<file path="src/rtl/sprite_blit_alpha1_rgb565_defines.svh">
// Assertion macros used by the sprite blitter back end.
`ifndef SPRITE_BLIT_ALPHA1_RGB565_DEFINES_SVH
`define SPRITE_BLIT_ALPHA1_RGB565_DEFINES_SVH
`ifndef NO_ASSERTIONS
// Check that is switched off while reset is high.
`define SBB_ASSERT(lbl, clk, rst, prop, msg) \
   lbl: assert property (@(posedge clk) disable iff (rst) prop) else $error(msg);
// Check that also applies while reset is high.
`define SBB_ASSERT_NORST(lbl, clk, prop, msg) \
   lbl: assert property (@(posedge clk) prop) else $error(msg);
`else
`define SBB_ASSERT(lbl, clk, rst, prop, msg)
`define SBB_ASSERT_NORST(lbl, clk, prop, msg)
`endif
`endif

</file>
<file path="src/rtl/sbb_pkg.sv">
// Types and constants shared by the sprite blitter modules.
package sbb_pkg;

   localparam int CSR_IDX_W  = 3;
   localparam int CSR_DATA_W = 11;

   localparam logic [CSR_IDX_W-1:0] REG_FB_WIDTH   = 3'd0;
   localparam logic [CSR_IDX_W-1:0] REG_FB_HEIGHT  = 3'd1;
   localparam logic [CSR_IDX_W-1:0] REG_ORIGIN_X   = 3'd2;
   localparam logic [CSR_IDX_W-1:0] REG_ORIGIN_Y   = 3'd3;
   localparam logic [CSR_IDX_W-1:0] REG_IMG_WIDTH  = 3'd4;
   localparam logic [CSR_IDX_W-1:0] REG_IMG_HEIGHT = 3'd5;
   localparam logic [CSR_IDX_W-1:0] REG_ALPHA_MODE = 3'd6;
   localparam logic [CSR_IDX_W-1:0] REG_IS_RGB565  = 3'd7;

   // front-to-back queue depth
   localparam int QDEPTH = 2;

   // pixels issued per byte at most
   localparam int NPIX_MAX = 8;

   // bit buffer geometry
   localparam int BITS_W = 24;
   localparam int CNT_W  = 5;
   localparam logic [CNT_W-1:0] CNT_MERGE_CAP  = 5'd16;
   localparam logic [CNT_W-1:0] BYTE_BITS      = 5'd8;
   localparam logic [CNT_W-1:0] COLOR_BITS     = 5'd16;
   localparam logic [CNT_W-1:0] OPAQUE_BITS    = 5'd17;
   localparam logic [CNT_W-1:0] TRANSP_BITS    = 5'd1;

   typedef struct packed {
      logic [10:0] fb_width;
      logic [10:0] fb_height;
      logic [9:0]  origin_x;
      logic [9:0]  origin_y;
      logic [10:0] img_width;
      logic [10:0] img_height;
      logic        alpha_mode;
      logic        image_is_rgb565;
   } sbb_cfg_type;

   localparam sbb_cfg_type CFG_RESET = '{
      fb_width:        11'd320,
      fb_height:       11'd240,
      origin_x:        10'd0,
      origin_y:        10'd0,
      img_width:       11'd0,
      img_height:      11'd0,
      alpha_mode:      1'b0,
      image_is_rgb565: 1'b1
   };

   // queued item: byte plus its classification
   typedef struct packed {
      logic [7:0] data_byte;
      logic       first_byte;
      logic       drop;
   } sbb_entry_type;

endpackage

</file>
<file path="src/rtl/sbb_front.sv">
// Input side: accepts bytes, classifies them and queues them for the back end.
module sbb_front import sbb_pkg::*; (
   input  logic          clock,
   input  logic          reset,
   input  sbb_cfg_type   cfg,
   input  logic          req_valid,
   output logic          req_stall,
   input  logic [7:0]    req_data_byte,
   input  logic          req_first_byte,
   output logic          q_valid,
   output sbb_entry_type q_entry,
   input  logic          q_pop
);

   localparam int QPW = $clog2(QDEPTH);
   localparam int QCW = $clog2(QDEPTH + 1);

   sbb_entry_type      slot_ff [QDEPTH];
   logic [QPW-1:0]     wr_ptr_ff, wr_ptr_in;
   logic [QPW-1:0]     rd_ptr_ff, rd_ptr_in;
   logic [QCW-1:0]     count_ff, count_in;
   logic               push;
   logic               pop;
   sbb_entry_type      new_entry;

   assign req_stall = (count_ff == QCW'(QDEPTH));
   assign push      = req_valid && !req_stall;
   assign q_valid   = (count_ff != '0);
   assign pop       = q_pop && q_valid;
   assign q_entry   = slot_ff[rd_ptr_ff];

   // user keeps config static while items are in flight (unenforced); drop set here
   always_comb begin
      new_entry.data_byte  = req_data_byte;
      new_entry.first_byte = req_first_byte;
      new_entry.drop       = !cfg.image_is_rgb565 || (cfg.img_width == '0) ||
                             (cfg.img_height == '0);
   end

   always_comb begin
      wr_ptr_in = wr_ptr_ff;
      rd_ptr_in = rd_ptr_ff;
      count_in  = count_ff;
      if (push) begin
         wr_ptr_in = (wr_ptr_ff == QPW'(QDEPTH - 1)) ? '0 : wr_ptr_ff + 1'b1;
      end
      if (pop) begin
         rd_ptr_in = (rd_ptr_ff == QPW'(QDEPTH - 1)) ? '0 : rd_ptr_ff + 1'b1;
      end
      if (push && !pop) begin
         count_in = count_ff + 1'b1;
      end else if (pop && !push) begin
         count_in = count_ff - 1'b1;
      end
   end

   always_ff @(posedge clock) begin
      if (reset) begin
         wr_ptr_ff <= '0;
         rd_ptr_ff <= '0;
         count_ff  <= '0;
      end else begin
         wr_ptr_ff <= wr_ptr_in;
         rd_ptr_ff <= rd_ptr_in;
         count_ff  <= count_in;
      end
   end

   always_ff @(posedge clock) begin
      if (push) begin
         slot_ff[wr_ptr_ff] <= new_entry;
      end
   end

endmodule

</file>
<file path="src/rtl/sbb_back.sv">
// Back end: bitstream decode, pixel placement and the result register.
`include "sprite_blit_alpha1_rgb565_defines.svh"
module sbb_back import sbb_pkg::*; #(
   parameter int MAX_WIDTH  = 1024,
   parameter int MAX_HEIGHT = 1024
) (
   input  logic          clock,
   input  logic          reset,
   input  sbb_cfg_type   cfg,
   input  logic          q_valid,
   input  sbb_entry_type q_entry,
   output logic          q_pop,
   output logic          rsp_valid,
   input  logic          rsp_stall,
   output logic [19:0]   rsp_pixel_address,
   output logic [15:0]   rsp_pixel_color,
   output logic          rsp_write_enable,
   output logic          rsp_out_of_range,
   output logic          rsp_last_pixel
);

   localparam int CW  = $clog2(MAX_WIDTH);
   localparam int RW  = $clog2(MAX_HEIGHT);
   localparam int XW  = ((CW > 10) ? CW : 10) + 1;
   localparam int YW  = ((RW > 10) ? RW : 10) + 1;
   localparam int NPW = $clog2(NPIX_MAX);

   localparam logic S_IDLE = 1'b0;
   localparam logic S_EMIT = 1'b1;

   logic                 state_ff, state_in;
   logic [BITS_W-1:0]    bits_ff, bits_in;
   logic [CNT_W-1:0]     cnt_ff, cnt_in;
   logic [CW-1:0]        column_ff, column_in;
   logic [RW-1:0]        row_ff, row_in;
   logic                 done_ff, done_in;
   logic [NPW-1:0]       npix_ff, npix_in;

   logic                 rsp_valid_ff;
   logic [19:0]          addr_ff;
   logic [15:0]          color_ff;
   logic                 we_ff, oor_ff, last_ff;

   logic [CW:0]          w_sat;
   logic [RW:0]          h_sat;
   logic [BITS_W-1:0]    base_bits, merged;
   logic [CNT_W-1:0]     base_cnt, eff_cnt;
   logic                 base_done;
   logic                 avail, opaque;
   logic [CNT_W-1:0]     consume;
   logic [15:0]          color;
   logic [XW-1:0]        fx;
   logic [YW-1:0]        fy;
   logic                 oor;
   logic [CW:0]          col_nx;
   logic [RW:0]          row_nx;
   logic                 last;
   logic [21:0]          prod, addr_full;
   logic [19:0]          addr;
   logic                 out_free;
   logic                 emit;

   assign w_sat = ({2'b00, cfg.img_width} > 13'(MAX_WIDTH)) ? (CW+1)'(MAX_WIDTH)
                                                            : (CW+1)'(cfg.img_width);
   assign h_sat = ({2'b00, cfg.img_height} > 13'(MAX_HEIGHT)) ? (RW+1)'(MAX_HEIGHT)
                                                              : (RW+1)'(cfg.img_height);

   // merge of a new byte, after an optional restart
   assign base_bits = q_entry.first_byte ? '0 : bits_ff;
   assign base_cnt  = q_entry.first_byte ? '0 : cnt_ff;
   assign base_done = q_entry.first_byte ? 1'b0 : done_ff;
   assign eff_cnt   = (base_cnt > CNT_MERGE_CAP) ? CNT_MERGE_CAP : base_cnt;
   assign merged    = base_bits | (BITS_W'(q_entry.data_byte) << eff_cnt);

   // next pixel out of the bit buffer
   always_comb begin
      if (cfg.alpha_mode) begin
         opaque  = bits_ff[0];
         consume = bits_ff[0] ? OPAQUE_BITS : TRANSP_BITS;
         color   = bits_ff[0] ? bits_ff[16:1] : 16'h0000;
         avail   = (cnt_ff != '0) && (!bits_ff[0] || (cnt_ff >= OPAQUE_BITS));
      end else begin
         opaque  = 1'b1;
         consume = COLOR_BITS;
         color   = bits_ff[15:0];
         avail   = (cnt_ff >= COLOR_BITS);
      end
   end

   // placement
   assign fx        = XW'(cfg.origin_x) + XW'(column_ff);
   assign fy        = YW'(cfg.origin_y) + YW'(row_ff);
   assign oor       = (fx >= XW'(cfg.fb_width)) || (fy >= YW'(cfg.fb_height));
   assign col_nx    = (CW+1)'(column_ff) + 1'b1;
   assign row_nx    = (RW+1)'(row_ff) + 1'b1;
   assign last      = (row_nx >= h_sat) && (col_nx >= w_sat);
   assign prod      = 22'(fy[10:0]) * 22'(cfg.fb_width);
   assign addr_full = prod + 22'(fx[10:0]);
   assign addr      = oor ? 20'd0 : addr_full[19:0];

   assign out_free  = !rsp_valid_ff || !rsp_stall;

   always_comb begin
      state_in  = state_ff;
      bits_in   = bits_ff;
      cnt_in    = cnt_ff;
      column_in = column_ff;
      row_in    = row_ff;
      done_in   = done_ff;
      npix_in   = npix_ff;
      q_pop     = 1'b0;
      emit      = 1'b0;
      unique case (state_ff)
         S_IDLE: begin
            if (q_valid) begin
               q_pop = 1'b1;
               if (q_entry.first_byte) begin
                  bits_in   = '0;
                  cnt_in    = '0;
                  column_in = '0;
                  row_in    = '0;
                  done_in   = 1'b0;
               end
               if (!q_entry.drop && !base_done) begin
                  bits_in  = merged;
                  cnt_in   = eff_cnt + BYTE_BITS;
                  npix_in  = '0;
                  state_in = S_EMIT;
               end
            end
         end
         S_EMIT: begin
            if (!avail) begin
               state_in = S_IDLE;
            end else if (out_free) begin
               emit    = 1'b1;
               bits_in = bits_ff >> consume;
               cnt_in  = cnt_ff - consume;
               npix_in = npix_ff + 1'b1;
               if (last) begin
                  // image finished: leftover bits are dropped
                  done_in  = 1'b1;
                  bits_in  = '0;
                  cnt_in   = '0;
                  state_in = S_IDLE;
               end else begin
                  if (col_nx >= w_sat) begin
                     column_in = '0;
                     row_in    = RW'(row_nx);
                  end else begin
                     column_in = CW'(col_nx);
                  end
                  if (npix_ff == NPW'(NPIX_MAX - 1)) begin
                     state_in = S_IDLE;
                  end
               end
            end
         end
         default: begin
            state_in = S_IDLE;
         end
      endcase
   end

   always_ff @(posedge clock) begin
      if (reset) begin
         state_ff     <= S_IDLE;
         bits_ff      <= '0;
         cnt_ff       <= '0;
         column_ff    <= '0;
         row_ff       <= '0;
         done_ff      <= 1'b0;
         npix_ff      <= '0;
         rsp_valid_ff <= 1'b0;
      end else begin
         state_ff  <= state_in;
         bits_ff   <= bits_in;
         cnt_ff    <= cnt_in;
         column_ff <= column_in;
         row_ff    <= row_in;
         done_ff   <= done_in;
         npix_ff   <= npix_in;
         if (emit) begin
            rsp_valid_ff <= 1'b1;
         end else if (!rsp_stall) begin
            rsp_valid_ff <= 1'b0;
         end
      end
   end

   always_ff @(posedge clock) begin
      if (emit) begin
         addr_ff  <= addr;
         color_ff <= color;
         we_ff    <= opaque && !oor;
         oor_ff   <= oor;
         last_ff  <= last;
      end
   end

   assign rsp_valid         = rsp_valid_ff;
   assign rsp_pixel_address = addr_ff;
   assign rsp_pixel_color   = color_ff;
   assign rsp_write_enable  = we_ff;
   assign rsp_out_of_range  = oor_ff;
   assign rsp_last_pixel    = last_ff;

   `SBB_ASSERT(a_cnt_bound, clock, reset, (cnt_ff <= 5'd24), "bit count above buffer size")
   `SBB_ASSERT(a_emit_not_done, clock, reset, ((state_ff == S_EMIT) |-> !done_ff), "decoding after image end")
   `SBB_ASSERT(a_last_sets_done, clock, reset, ((emit && last) |=> (done_ff && (cnt_ff == '0))), "last pixel did not finish image")
   `SBB_ASSERT_NORST(a_reset_clears_out, clock, (reset |=> !rsp_valid_ff), "result valid after reset")

endmodule

</file>
<file path="src/rtl/sprite_blit_alpha1_rgb565.sv">
// Sprite blitter top: RGB565 image with optional 1-bit alpha to framebuffer pixel writes.
// A byte is written into the input queue, then popped by the back end and, unless dropped,
// merged into the bit buffer; each pixel it completes (0 to 8) is then emitted to the result
// register when the output is free, and the decoder goes idle once the buffer runs short or
// after the byte's eighth pixel or the image's last.
// Synchronous active-high reset clears config to defaults and empties queue and decoder.
module sprite_blit_alpha1_rgb565 import sbb_pkg::*; #(
   parameter int MAX_WIDTH  = 1024,
   parameter int MAX_HEIGHT = 1024
) (
   input  logic                  clock,
   input  logic                  reset,
   input  logic                  csr_wr_en,
   input  logic [CSR_IDX_W-1:0]  csr_index,
   input  logic [CSR_DATA_W-1:0] csr_wdata,
   input  logic                  req_valid,
   output logic                  req_stall,
   input  logic [7:0]            req_data_byte,
   input  logic                  req_first_byte,
   output logic                  rsp_valid,
   input  logic                  rsp_stall,
   output logic [19:0]           rsp_pixel_address,
   output logic [15:0]           rsp_pixel_color,
   output logic                  rsp_write_enable,
   output logic                  rsp_out_of_range,
   output logic                  rsp_last_pixel
);

   sbb_cfg_type   cfg_ff, cfg_in;
   logic          q_valid;
   logic          q_pop;
   sbb_entry_type q_entry;

   always_comb begin
      cfg_in = cfg_ff;
      if (csr_wr_en) begin
         unique case (csr_index)
            REG_FB_WIDTH:   cfg_in.fb_width        = csr_wdata;
            REG_FB_HEIGHT:  cfg_in.fb_height       = csr_wdata;
            REG_ORIGIN_X:   cfg_in.origin_x        = csr_wdata[9:0];
            REG_ORIGIN_Y:   cfg_in.origin_y        = csr_wdata[9:0];
            REG_IMG_WIDTH:  cfg_in.img_width       = csr_wdata;
            REG_IMG_HEIGHT: cfg_in.img_height      = csr_wdata;
            REG_ALPHA_MODE: cfg_in.alpha_mode      = csr_wdata[0];
            REG_IS_RGB565:  cfg_in.image_is_rgb565 = csr_wdata[0];
            default: begin
               cfg_in = cfg_ff;
            end
         endcase
      end
   end

   always_ff @(posedge clock) begin
      if (reset) begin
         cfg_ff <= CFG_RESET;
      end else begin
         cfg_ff <= cfg_in;
      end
   end

   sbb_front u_front (
      .clock          (clock),
      .reset          (reset),
      .cfg            (cfg_ff),
      .req_valid      (req_valid),
      .req_stall      (req_stall),
      .req_data_byte  (req_data_byte),
      .req_first_byte (req_first_byte),
      .q_valid        (q_valid),
      .q_entry        (q_entry),
      .q_pop          (q_pop)
   );

   sbb_back #(
      .MAX_WIDTH  (MAX_WIDTH),
      .MAX_HEIGHT (MAX_HEIGHT)
   ) u_back (
      .clock             (clock),
      .reset             (reset),
      .cfg               (cfg_ff),
      .q_valid           (q_valid),
      .q_entry           (q_entry),
      .q_pop             (q_pop),
      .rsp_valid         (rsp_valid),
      .rsp_stall         (rsp_stall),
      .rsp_pixel_address (rsp_pixel_address),
      .rsp_pixel_color   (rsp_pixel_color),
      .rsp_write_enable  (rsp_write_enable),
      .rsp_out_of_range  (rsp_out_of_range),
      .rsp_last_pixel    (rsp_last_pixel)
   );

endmodule
</file>
<file path="config.mk">
export PLATFORM = sky130hd
export DESIGN_NAME = sprite_blit_alpha1_rgb565
export DESIGN_NICKNAME = d
export VERILOG_FILES = /design/src/rtl/sbb_pkg.sv /design/src/rtl/sbb_front.sv /design/src/rtl/sbb_back.sv /design/src/rtl/sprite_blit_alpha1_rgb565.sv
export VERILOG_INCLUDE_DIRS = /design/src /design/src/rtl
export SDC_FILE = /design/constraint.sdc
export NUM_CORES = 1
export LEC_CHECK = 0
export ABC_AREA = 1
export BUFFER_PORTS_ARGS = -buffer_cell sky130_fd_sc_hd__buf_2
export CORE_MARGIN = 5
export CORE_UTILIZATION = 35
export DETAILED_ROUTE_END_ITERATION = 12
export PLACE_DENSITY = 0.52
export SYNTH_ARGS = -nofsm -noshare
export SYNTH_HDL_FRONTEND = slang
export SYNTH_SLANG_ARGS = --single-unit
export TNS_END_PERCENT = 10
</file>
<file path="constraint.sdc">
create_clock -name clock -period 6 [get_ports clock]
set_clock_uncertainty 0.15 [all_clocks]
set_input_delay 0.6 -clock clock [delete_from_list [all_inputs] [get_ports clock]]
set_output_delay 0.6 -clock clock [all_outputs]
set_load 0.1 [all_outputs]
</file>
Word level (Yosys, flattened, before mapping)
Memory sizes are Yosys's and may differ from the RTL's. A register that Yosys moved wholly into a read port is not among the register bits.
Index checks and enable logic that the tools add are counted.
{"block": "word_totals", "ff_bits": 164, "ram_bits": 20, "input_bits": 28, "out_inout_bits": 41, "word_cells": 179, "memories": 1}
{"block": "op_classes", "add_sub_neg": 12, "mul": 1, "magnitude_cmp": 9, "eq_ne": 18, "shifts": 2, "muxes": 68, "bitwise": 2, "n_reduce_logical": 42}
{"name": "u_front.slot_ff", "depth": 2, "width": 10, "rd": 1, "rd_clocked_by_memory_dff": 1, "write_ports": 1, "line_no": "sbb_front.sv:18", "rtl": "sbb_entry_type slot_ff [QDEPTH];"}
{"operator": "$mux W24", "n": 6}
{"operator": "$mux W10", "n": 10}
{"operator": "$pmux W24 S2", "n": 1}
{"operator": "$mux W5", "n": 9}
{"operator": "$ge A11 B11 Y1", "n": 4}
{"operator": "$pmux W10 S2", "n": 2}
{"operator": "$mux W16", "n": 2}
{"operator": "$mux W1", "n": 26}
{"operator": "$or A24 B24 Y24", "n": 1}
{"operator": "$shl A8 B5 Y24", "n": 1}
{"operator": "$shr A24 B5 Y24", "n": 1}
{"operator": "$add A10 B1 Y11 const B", "n": 2}
{"operator": "$add A10 B10 Y11", "n": 2}
{"operator": "$gt A11 B11 Y1 const B", "n": 2}
{"operator": "$logic_not A11 Y1", "n": 2}
{"operator": "$mux W11", "n": 2}
{"operator": "$add A20 B11 Y20", "n": 1}
{"operator": "$mul A11 B11 Y20", "n": 1}
{"operator": "$reduce_and A2 Y1", "n": 8}
{"operator": "$eq A3 B3 Y1 const B", "n": 5}
{"operator": "$mux W3", "n": 4}
{"operator": "$ne A2 B2 Y1 const B", "n": 6}
{"operator": "$ge A5 B5 Y1 const B", "n": 2}
{"operator": "$logic_not A1 Y1", "n": 10}
{"operator": "other kinds (25)", "n": 44}

Depth between registers and ports, before layout
{"block": "logic_depth", "depth_word": 8, "depth_mapped": 29, "ltp_nobuf": 29}

By module
A second synthesis with hierarchy kept.
{"block": "unflattened", "hier_cells": 2091, "hier_area_um2": 15187.1}
{"mod": "sbb_back", "n_inst": 1, "cells_per_inst": 1620, "area_per_inst_um2": 11467.2, "seq_area_each_um2": 2272.2}
{"mod": "sprite_blit_alpha1_rgb565", "n_inst": 1, "cells_per_inst": 381, "area_per_inst_um2": 2645.0, "seq_area_each_um2": 1321.3}
{"mod": "sbb_front", "n_inst": 1, "cells_per_inst": 90, "area_per_inst_um2": 1074.8, "seq_area_each_um2": 700.7}

Worst setup path after synthesis
OpenSTA, ideal clock, no wires.
{"block": "synth_timing", "path_type": "register -> register", "from": "reg u_back.row_ff[0]", "to": "reg u_back.addr_ff[17] (netlist: u_back.rsp_pixel_address[17]), data pin", "setup_time_ps": 250, "arrival_time_ps": 5615, "required_time_ps": 5600, "slack_ps": -15, "stages_incl_launch_ff": 23, "n_path_buf": 0, "synth_period_minus_slack_ps": 6015, "path_cell_list": "dfxtp_1 > ha_1 > fa_1 > a31oi_1 > xor2_1 > inv_1 > nor2_1 > fa_1 > fa_1 > fa_1 > fa_1 > inv_1 > fa_1 > inv_1 > ha_1 > nand2_1 > nand2_1 > a21boi_0 > nand3_1 > a21oi_1 > xor2_1 > nand2_1 > inv_1"}
{"block": "synth_between", "elab_chain_cells": 3, "elab_cells_between_ends": 5, "classes_between": "2 x add/sub; 1 x mul; 1 x order compare; 1 x reduce/logical"}
{"element": "start, declared", "line_no": "sbb_back.sv:35", "rtl": "logic [RW-1:0] row_ff, row_in;"}
{"element": "start signal, assigned", "line_no": "sbb_back.sv:180", "rtl": "row_ff <= row_in;"}
{"element": "$add A10 B10 Y11 *", "line_no": "sbb_back.sv:92", "rtl": "assign fy = YW'(cfg.origin_y) + YW'(row_ff);"}
{"element": "$mul A11 B11 Y20 / $ge A11 B11 Y1 (equally long branches)", "line_no": "sbb_back.sv:97, sbb_back.sv:93"}
{"element": "$add A20 B11 Y20 / $logic_or A1 B1 Y1 (equally long branches)", "line_no": "sbb_back.sv:98, sbb_back.sv:93"}
{"element": "end signal, assigned", "line_no": "sbb_back.sv:193", "rtl": "addr_ff <= addr;"}
{"element": "end, declared", "line_no": "sbb_back.sv:40", "rtl": "logic [19:0] addr_ff;"}
Mark *: on every way between the ends. The rest lies on a longest branch, timed or not.
A chain may end at the register's enable or synchronous reset.

Final worst setup path
Ends and elaborated chain as after synthesis.

==> metrics <==
outcome=finished clean; post-synth top area cell=dfxtp_1; Final Cycle Share=97.3%; Die X-Extent=217 µm; Final Util=between 40 and 50%; Die Y=217 µm; Detail Route Antenna Nets=0; crit start category=register; CP arrival=between 5 and 6 ns; Max-Slew Margin vs Limit=between 30% and 40%; diode count=0; Final Setup Violations=0; Root Driver=clkbuf_16; Yosys top cell area share=around 17%; clock latency on the worst-skew pair=~0.46 ns; IO buf count=68; crit path launch=u_back.row_ff[0]$_SDFFE_PP0P_; top_reg_cell synth=dfxtp_1; CTS clock-pin slew for the worst setup and hold paths=about 0.07 ns; number of failing hold endpoints at the final stage=0; Core Box Area=about 42000 µm²; Max-Cap Viols=0; Post-Synth Adder-Cell Area=between 20 and 25%; power per cell area=400 nW/µm²; slowest CP cell=fa_1; Synth async-reset ratio=0%; GRT Util Overall=17.2%; simple-gate portion of the synthesized area=roughly a quarter; vias post-DR=approximately 13000; crit path time final=around 6 ns; Final Net Count=~2400; Setup Slack @ Placement=-0.204 ns; largest net degree at the start of global routing=56; register area=around 4300 µm²; DP HPWL=31.3 mm; synthesized netlist cell count=~2000; Area growth syn-to-layout=14.6%; Pre-antenna DRT Iters=5; data required time of the critical path=6.07 ns; hold path start=req_data_byte[5]; Max Fclk=0.171 GHz; worst setup margin=between 0.15 and 0.2 ns; multiplexer area fraction after synthesis=0%; Hold WC Path Type=in2reg; Mapped Area=between 10000 and 15000 µm²; Syn Nets=roughly 2300; first-pass GRT wire length=between 60 and 70 mm; share of layout cells above drive strength 1=approximately 12%; post-synthesis compound-gate area fraction=between 10 and 15%; Register-to-Register Path Depth=24; top post-synthesis cells by area=dfxtp_1, fa_1, edfxtp_1; Pwr Total=just under 7 mW; worst-path fanout max=5; distinct cell type count after synthesis=50; hold path cells=1; drt via density=roughly 4.9; routability-driven placement congestion ratio=about 0.90; Post-Syn Area per Cell=between 7 and 8 µm²; main combinational cell family by area after synthesis=simple AND/OR/NAND/NOR gates; Synth Area in XOR/XNOR=2.33%; antenna violations before repair=0; Worst R2R Start=u_back.row_ff[0]$_SDFFE_PP0P_; sequential fraction of the synthesis area=between 20% and 30%; clock sink count=185; kind of critical path=reg2reg; CP Capture Type=register; final wirelength=just over 40 mm; Yosys warning total=0; Residual DRC=0; CTS tree=yes; EDFF count, synth=59; synthesized flop and latch total=around 190; Worst Tran Pin Value=a little over 1 ns; max-slew violations=0; P_leak=8.39 nW; DRT iter0 DRCs=737; total gr overflow=0; drt wl/cell=roughly 15 µm; CP most frequent cell=fa_1; most common cell in the synthesized netlist=nand2_1; H-tree levels=4; area of the multi-input gates=approximately 9400 µm²; Initial Util=35.5%; commonest cells in the netlist=nand2_1, inv_1, nor2_1, dfxtp_1, ha_1; unrepaired setup endpoints after global routing=true; vias in the first global route=~12000; Clock Path Buffers=2; die area=between 40000 and 50000 µm²; # IOs=69; fillers=approximately 4400; Row Count=75; Max VDD drop=between 0.15 and 0.2 mV; critical path, cell by cell=ha_4, fa_2, a21oi_2, buf_4, xnor2_1, buf_4, inv_2, nor2_4, fa_1, fa_1, fa_1, fa_1, inv_1, fa_1, inv_1, ha_4, nand2_1, nor2_2, nand4_1, nand3_2, a21oi_2, xor2_1, nand2_1, inv_1; cts bufs inserted=17; CP max stage delay=between 0.5 and 0.6 ns
==> placed cells by master (no fill, tap or decap), types with 4 or more instances in the layout <==
master,synthesis,routed
a21oi_1,114,104
a21oi_2,0,9
a22oi_1,5,5
a31oi_1,6,5
buf_2,18,68
buf_4,4,54
clkbuf_16,0,18
dfxtp_1,126,124
edfxtp_1,59,59
fa_1,92,88
fa_2,0,4
ha_1,122,106
ha_4,0,15
inv_1,366,359
inv_2,7,13
inv_4,1,4
nand2_1,456,443
nand2_2,5,18
nand3_1,114,111
nand3_2,3,6
nand4_1,43,43
nor2_1,213,205
nor2_2,3,10
nor3_1,7,6
nor4_1,6,6
o211ai_1,10,10
o21a_1,4,4
o21ai_0,115,110
o21ai_1,12,14
o21bai_1,5,5
o22ai_1,16,16
or2_2,6,6
xnor2_1,4,4
xor2_1,34,33
==> stage by stage <==
| step | TNS [ns] | instances | cell area, µm² | hold slack (ns) |
|---|---|---|---|---|
| 2_1_floorplan | 0 | 2043 | 15000 | 0.276 |
| 3_3_place_gp | -0.253 | 2640 | 16100 | 0.287 |
| 3_5_place_dp | -0.704 | 2640 | 16100 | 0.297 |
| 4_1_cts | 0 | 2672 | 16700 | 0.159 |
| 5_1_grt | -0.220 | 2677 | 17200 | 0.165 |
| 6_report | 0 | 2677 | 17200 | 0.182 |
==> registers in the layout, indices dropped and copies added, names as in the netlist, named ones only <==
signal                    count
cfg_ff                       66
u_back.rsp_write_enable       1
u_back.state_ff               1
u_back.rsp_pixel_color       16
u_front.count_ff              2
u_back.row_ff                10
u_back.rsp_valid              1
u_front.slot_ff              20
u_back.rsp_out_of_range       1
u_front.wr_ptr_ff             1
u_back.done_ff                1
u_back.rsp_pixel_address     20
u_back.column_ff             10
u_back.rsp_last_pixel         1
u_back.npix_ff                3
u_back.bits_ff               24
u_back.cnt_ff                 5
u_front.rd_ptr_ff             1
==> report_power, final <==
group	switching, mW	total (mW)	internal (mW)
combinational	2.55	4.03	1.48
clock	0.530	1.19	0.655
sequential	0.147	1.64	1.49
==> final timing paths <==
kind	endpoint	slack (ns)
worst min-delay path	u_front.slot_ff[1][7]$_DFFE_PP_	0.18
worst min register to register	register	0.30
worst max-delay path	u_back.rsp_pixel_address[17]$_SDFFCE_PP0P_	0.16
worst max register to register	u_back.rsp_pixel_address[17]$_SDFFCE_PP0P_	0.16
==> layer usage <==
layer | wire (µm) | part of all wire (%) | track usage [%]
met1 | 20000 | 49 | 24.3
met2 | 18800 | 46 | 28.2
met3 | 1390 | 3.4 | 2.14
met4 | 689 | 1.7 | 4.61
met5 | 0 | 0 | 0
==> critical path: cells and delay by family (launching register included) <==
family | cells | cell delay (ns)
buffers and inverters | 6 | 0.51
DFF | 1 | 0.34
AOI/OAI and AO/OA | 2 | 0.24
xor gates and xnor gates | 2 | 0.24
adders and majority gates | 8 | 3.45
and+or+nand+nor | 6 | 0.66
==> layout make-up <==
class	count	area share, %
Timing Repair Buffer	125	4.65
Multi-Input combinational cell	1421	54.6
Clock inverter	12	0.773
Inverter	375	8.23
Tap cell	539	3.93
Sequential cell	185	25.0
Clock buffer	20	2.73
==> cell families (layout without fill, tap and decap cells) <==
group | after synthesis | in the layout
compound gates | 299 | 299
xor+xnor | 39 | 39
fa+ha+maj | 214 | 214
buf+inv | 437 | 532
flops | 185 | 185
simple gates | 869 | 869
==> what timing repair did <==
action,4_1_cts,5_1_grt
buffers inserted,0,5
setup endpoints to repair,8,11
pin swaps,2,50
resized for setup,8,75
hold buffers,0,0
Note: power is estimated with default switching activity, not from simulation.
